### src/rtl/utf8d_pkg.sv
// Types, constants and lead-byte decode for the UTF-8 code point decoder.
// No dependencies.
package utf8d_pkg;

	localparam int BYTE_W = 8;
	localparam int CP_W   = 31;
	localparam int CNT_W  = 3;
	localparam int DATA_W = 32;

	typedef logic [BYTE_W-1:0] byte_t;
	typedef logic [CP_W-1:0]   cp_t;
	typedef logic [CNT_W-1:0]  cnt_t;

	localparam cnt_t BAD_LEAD_LEFT = 3'd5;

	// One result item.
	typedef struct packed {
		logic is_error;
		cp_t  ucs_value;
	} res_t;

	// What a lead byte sets up.
	typedef struct packed {
		cnt_t left;
		cp_t  payload;
		logic bad;
	} lead_t;

	function automatic lead_t decode_lead(input byte_t b);
		lead_t l;
		l.bad = 1'b0;
		if ((b & 8'hE0) == 8'hC0) begin
			l.left    = 3'd1;
			l.payload = cp_t'(b & 8'h1F);
		end else if ((b & 8'hF0) == 8'hE0) begin
			l.left    = 3'd2;
			l.payload = cp_t'(b & 8'h0F);
		end else if ((b & 8'hF8) == 8'hF0) begin
			l.left    = 3'd3;
			l.payload = cp_t'(b & 8'h07);
		end else if ((b & 8'hFC) == 8'hF8) begin
			l.left    = 3'd4;
			l.payload = cp_t'(b & 8'h03);
		end else if ((b & 8'hFE) == 8'hFC) begin
			l.left    = 3'd5;
			l.payload = cp_t'(b & 8'h01);
		end else begin
			// continuation byte, 0xFE or 0xFF in lead position
			l.left    = BAD_LEAD_LEFT;
			l.payload = '0;
			l.bad     = 1'b1;
		end
		return l;
	endfunction

endpackage

### src/rtl/utf8d_in_reg.sv
// Input register of the UTF-8 decoder: holds one byte until the decode stage takes it.
// Depends on utf8d_pkg.
module utf8d_in_reg
	import utf8d_pkg::*;
(
	input  logic  clk,
	input  logic  arst_n,
	input  logic  s_tvalid,
	output logic  s_tready,
	input  byte_t s_tdata,
	input  logic  take,
	output logic  valid_s1,
	output byte_t byte_s1
);

	assign s_tready = !valid_s1 || take;

	always_ff @(posedge clk or negedge arst_n) begin
		if (!arst_n) begin
			valid_s1 <= 1'b0;
		end else if (s_tready) begin
			valid_s1 <= s_tvalid;
		end
	end

	always_ff @(posedge clk) begin
		if (s_tready && s_tvalid) begin
			byte_s1 <= s_tdata;
		end
	end

endmodule

### src/rtl/utf8d_decode.sv
// Decode stage: sequence state and the per-byte step of the UTF-8 decoder.
// Depends on utf8d_pkg.
module utf8d_decode
	import utf8d_pkg::*;
(
	input  logic  clk,
	input  logic  arst_n,
	input  logic  valid_s1,
	input  byte_t byte_s1,
	input  logic  out_free,
	output logic  take,
	output logic  push,
	output res_t  res
);

	cnt_t  left_q;
	cp_t   partial_q;
	logic  bad_q;

	cnt_t  left_d;
	cp_t   partial_d;
	logic  bad_d;
	logic  emit;
	lead_t lead;
	cp_t   shifted;

	assign lead    = decode_lead(byte_s1);
	assign shifted = {partial_q[CP_W-7:0], byte_s1[5:0]};

	always_comb begin
		left_d        = left_q;
		partial_d     = partial_q;
		bad_d         = bad_q;
		emit          = 1'b0;
		res.is_error  = 1'b0;
		res.ucs_value = '0;
		if (left_q == '0) begin
			if (!byte_s1[BYTE_W-1]) begin
				emit          = 1'b1;
				res.ucs_value = cp_t'(byte_s1);
			end else begin
				left_d    = lead.left;
				partial_d = lead.payload;
				bad_d     = lead.bad;
			end
		end else begin
			left_d    = left_q - 3'd1;
			partial_d = shifted;
			if (left_q == 3'd1) begin
				emit          = 1'b1;
				res.is_error  = bad_q;
				res.ucs_value = bad_q ? '0 : shifted;
				partial_d     = '0;
				bad_d         = 1'b0;
			end
		end
	end

	// a byte that ends nothing never waits for the output
	assign take = valid_s1 && (out_free || !emit);
	assign push = take && emit;

	always_ff @(posedge clk or negedge arst_n) begin
		if (!arst_n) begin
			left_q    <= '0;
			partial_q <= '0;
			bad_q     <= 1'b0;
		end else if (take) begin
			left_q    <= left_d;
			partial_q <= partial_d;
			bad_q     <= bad_d;
		end
	end

endmodule

### src/rtl/utf8d_out_reg.sv
// Result register of the UTF-8 decoder: holds one result until the sink takes it.
// Depends on utf8d_pkg.
module utf8d_out_reg
	import utf8d_pkg::*;
(
	input  logic clk,
	input  logic arst_n,
	input  logic push,
	input  res_t res,
	output logic out_free,
	output logic m_tvalid,
	input  logic m_tready,
	output res_t res_q
);

	assign out_free = !m_tvalid || m_tready;

	always_ff @(posedge clk or negedge arst_n) begin
		if (!arst_n) begin
			m_tvalid <= 1'b0;
		end else if (out_free) begin
			m_tvalid <= push;
		end
	end

	always_ff @(posedge clk) begin
		if (push) begin
			res_q <= res;
		end
	end

endmodule

### src/rtl/utf8_code_point_decoder_top.sv
// Top level of the UTF-8 code point decoder (RFC 2279 form, up to six bytes).
// Depends on utf8d_pkg, utf8d_in_reg, utf8d_decode and utf8d_out_reg.
//
//   channel  | dir | handshake          | payload
//   ---------+-----+--------------------+---------------------------------------
//   s_*      | in  | s_tvalid/s_tready  | s_tdata[7:0] data_byte
//   m_*      | out | m_tvalid/m_tready  | m_tdata[30:0] ucs_value, [31] zero;
//            |     |                    | m_tuser[0] is_error
//
// One byte per cycle is taken unless a stall on m_tready backs up the input register.
// A byte that completes a code point is loaded into the input register at its
// transaction, then into the result register once that is free, and shows on m_*.
// Lead and middle bytes give no transaction on m_*.
// Reset clears the valid flags and the sequence state; a half-received
// sequence is dropped. A stall on m_tready holds the result register, and
// the input register keeps taking bytes that end no code point meanwhile.
module utf8_code_point_decoder_top
	import utf8d_pkg::*;
(
	input  logic              clk,
	input  logic              arst_n,
	input  logic              s_tvalid,
	output logic              s_tready,
	input  logic [BYTE_W-1:0] s_tdata,  // [7:0] data_byte
	output logic              m_tvalid,
	input  logic              m_tready,
	output logic [DATA_W-1:0] m_tdata,  // [30:0] ucs_value, [31] zero fill
	output logic              m_tuser   // [0] is_error
);

	logic  valid_s1;
	byte_t byte_s1;
	logic  take;
	logic  push;
	logic  out_free;
	res_t  res;
	res_t  res_q;

	// hold the incoming byte
	utf8d_in_reg u_in (
		.clk      (clk),
		.arst_n   (arst_n),
		.s_tvalid (s_tvalid),
		.s_tready (s_tready),
		.s_tdata  (s_tdata),
		.take     (take),
		.valid_s1 (valid_s1),
		.byte_s1  (byte_s1)
	);

	// advance the sequence state and form the result
	utf8d_decode u_dec (
		.clk      (clk),
		.arst_n   (arst_n),
		.valid_s1 (valid_s1),
		.byte_s1  (byte_s1),
		.out_free (out_free),
		.take     (take),
		.push     (push),
		.res      (res)
	);

	// hold the result until the sink takes it
	utf8d_out_reg u_out (
		.clk      (clk),
		.arst_n   (arst_n),
		.push     (push),
		.res      (res),
		.out_free (out_free),
		.m_tvalid (m_tvalid),
		.m_tready (m_tready),
		.res_q    (res_q)
	);

	assign m_tdata = {{(DATA_W-CP_W){1'b0}}, res_q.ucs_value};
	assign m_tuser = res_q.is_error;

endmodule

### config.mk
export PLATFORM = sky130hd
export DESIGN_NAME = utf8_code_point_decoder_top
export DESIGN_NICKNAME = d
export VERILOG_FILES = /design/src/rtl/utf8d_pkg.sv /design/src/rtl/utf8d_in_reg.sv /design/src/rtl/utf8d_decode.sv /design/src/rtl/utf8d_out_reg.sv /design/src/rtl/utf8_code_point_decoder_top.sv
export SDC_FILE = /design/constraint.sdc
export NUM_CORES = 1
export LEC_CHECK = 0
export ABC_AREA = 1
export BUFFER_PORTS_ARGS = -buffer_cell sky130_fd_sc_hd__buf_4
export CAP_MARGIN = 0
export CELL_PAD_IN_SITES_DETAIL_PLACEMENT = 0
export CELL_PAD_IN_SITES_GLOBAL_PLACEMENT = 1
export CORE_MARGIN = 2
export CORE_UTILIZATION = 35
export DETAILED_ROUTE_END_ITERATION = 10
export PLACE_DENSITY = 0.69
export REMOVE_ABC_BUFFERS = 1
export SLEW_MARGIN = 20
export SYNTH_ARGS = -nofsm -noshare
export SYNTH_HDL_FRONTEND = slang
export SYNTH_SLANG_ARGS = --single-unit
### constraint.sdc
create_clock -name clk -period 2.3 [get_ports clk]
set_input_delay 0.23 -clock clk [delete_from_list [all_inputs] [get_ports clk]]
set_output_delay 0.23 -clock clk [all_outputs]
set_load 0.01 [all_outputs]
==> impl_metrics.yaml <==
power_and_ir_drop:
  leakagePower_nw: 1.598
  clockPowerShare_pct: 23.9
  p_per_area_nw_per_um2: 1244
  combPwrFrac_pct: 31.9
  p_switching_mw: 1.598
  fin_total_pwr_mw: 4.521
  seq_power_share_pct: 44.3
  peakVddDrop_mv: 0.3730
  switching_share_pct: 35.34
  internal_power_mw: 2.923
sta:
  clock.fmax_mhz: 499.5
  setup_tns_ps: 0
  hold_viol: 0
  min_period_ps: 2002
  finalSetupViolCount: 0
  post-route-period-util_pct: 87.05
  fin_worst_skew_ps: 8.649
  rsz0062_at_grt: "false"
  drv_slew: 0
  finalHoldWorstSlack_ps: 57.35
worst_setup_path:
  worstPathMaxFanout: 8
  ff2ff_setup_slack_ps: 410
  worstSetupPathType: "reg2out"
  crit_path_start_kind: "flip-flop"
  crit_required_ps: 2070
  arrival_ps: 1770
  critPathCaptureType: "primary output"
drt:
  wl_microns: 5494
  wl_per_cell_microns: 12.05
  drtAntennaViolNets: 0
  route.detailed.drc: 0
  wl_met3_microns: 287
  viasPerCell: 4.375
  drt_pass1_iterations: 4
  top_layer: "met4"
  route.met2.wl_microns: 2490
  met1Wirelength_microns: 2587
  vias: 1995
  dr.first_iter.drc_count: 135
global_routing:
  antenna_found_initial: 0
  grt_pass1_wl_microns: 9170
  grt_pass1_vias: 1933
  grt-ovfl-total: 0
  grt_util_all_layers_pct: 13.48
  grt_max_degree: 50
floorplan:
  io-pin-count: 47
  die-area_sq_um: 9225
  die_y_microns: 96.05
  core_sq_um: 8217
  die_w_microns: 96.05
  row_count: 33
  initial_core_util_pct: 36.09
cts:
  root_buffer: "clkbuf_8"
  numCtsBuffers: 9
  clk_pin_slew_ps: 80
  htreeDepth: 3
  clock_sinks: 71
  cts_hold_buf: 1
  ctsResizeCount: 0
  cts_setup_buffers: 0
  max-clock-path-buffers: 2
  clk_latency_ps: 340
  cts_tree: "done"
logic_synthesis:
  syn_area_per_cell_sq_um: 10.09
  ys_warn_count: 0
  yosysUniqueCellTypes: 21
  synth-seq-cells: 71
  syn_area_sq_um: 2965
  syn_inst: 294
  ys_seq_area_share_pct: 66.67
cells_and_area:
  fin_area_sq_um: 3633
  num_antenna_cells: 0
  layout.cells.non_filler: 456
  areaGrowthSynthToFinish_pct: 22.53
  drive_gt1_share_pct: 21.37
  final_cell_mix: "nand2_1 (77), buf_4 (50), inv_1 (42), nor2_1 (40), edfxtp_1 (40)"
  mostFrequentLayoutCell: "nand2_1"
  nets: 361
flow_run:
  maxCapViolations: 0
placed_design:
  dp_cells: 439
  numPortBuffers: 45
  dp_hpwl_microns: 3654
  dpl_cell_area_sq_um: 3411
  gp_congestion: 0.7998
min_path:
  min_path_type: "in2reg"
status:
  status: "complete, no violations"
worst max-delay path: stages, from the launching register on:
cell and delay [ps]:
dfrtp_1 410, inv_1 110, ha_1 220, nand2_4 100
inv_2 110, nand2_2 80, nand2_1 80, nand3_1 140
buf_4 180
logic make-up (layout without fill, tap and decap cells):
logic type / after synthesis / in the layout / synth area share (%)
DFF: 71 / 71 / 66.67
buffers and inverters: 54 / 111 / 7.637
other: 1 / 1 / 0.1265
and+or+nand+nor: 135 / 135 / 18.48
adders and majority gates: 3 / 3 / 1.266
xor gates and xnor gates: 1 / 1 / 0.2954
AOI/OAI and AO/OA: 29 / 29 / 5.527
worst paths after layout:
path	startpoint	to	cells after the start
max reg2reg	u_dec.left_q[0]$_DFFE_PN0P_	u_out.res_q[20]$_SDFFCE_PP0P_	9
min in group asynchronous	arst_n	u_in.valid_s1$_DFFE_PN0P_	2
max in group asynchronous	arst_n	u_dec.partial_q[15]$_DFFE_PN0P_	2
min reg2reg	u_dec.partial_q[22]$_DFFE_PN0P_	u_dec.partial_q[22]$_DFFE_PN0P_	2
min	s_tdata[4]	u_in.byte_s1[4]$_DFFE_PP_	1
max	u_dec.left_q[0]$_DFFE_PN0P_	s_tready	8
Yosys cell counts:
cell	number	area (sq um)
inv_2	2	7.510
dfrtp_1	31	775.7
xnor2_1	1	8.760
nand2_1	77	289.0
a22o_1	1	8.760
buf_2	4	20.02
nand2_4	1	11.26
o21ai_0	23	115.1
clkbuf_1	3	11.26
nor2_1	40	150.1
nand2_2	2	12.51
o21ai_2	4	35.03
buf_6	2	22.52
a21oi_1	1	5.000
inv_1	42	157.7
nand3_2	2	20.02
conb_1	1	3.750
buf_4	1	7.510
nand3_1	13	65.06
edfxtp_1	40	1201
ha_1	3	37.54
final cells by class:
cell class	instances	area, sq um
clock inverters	6	85.08
flip-flops and latches	71	1977
repair buffers	51	385.4
inverters	44	165.2
well taps	105	131.4
multi-input cells	169	762.0
clock buffers	10	127.6
fillers	816	4583
metrics by stage:
| step | setup WS, ps | utilization [%] |
|---|---|---|
| finish | 297.8 | 44.22 |
| global route | 142.2 | 44.22 |
| CTS | 290.3 | 44.22 |
| detailed placement | 432.7 | 41.51 |
| global placement | 479.1 | 41.51 |
| floorplan | 215.9 | - |
routing by layer:
metal	vias up	global-route usage [%]
li1	1022	-
met1	902	17.40
met2	61	20.60
met3	10	3.524
met4	0	7.500
met5	-	0
flip-flops by register name, indices dropped and copies added (netlist names):
name / cells
u_dec.bad_q: 1
u_dec.left_q: 3
u_dec.partial_q: 25
u_in.byte_s1: 8
u_in.valid_s1: 1
u_out.m_tvalid: 1
u_out.res_q: 32
power by group through the flow:
| stage | combinational, mW | sequential [mW] | clock (mW) |
|---|---|---|---|
| floorplan | 0.852 | 2.06 | 0 |
| global placement | 1.45 | 2.02 | 0 |
| detailed placement | 1.46 | 2.03 | 0 |
| CTS | 1.47 | 2.01 | 1.11 |
| global route | 1.66 | 2.05 | 1.17 |
| finish | 1.44 | 2.00 | 1.08 |
Note: power is estimated with default switching activity, not from simulation.
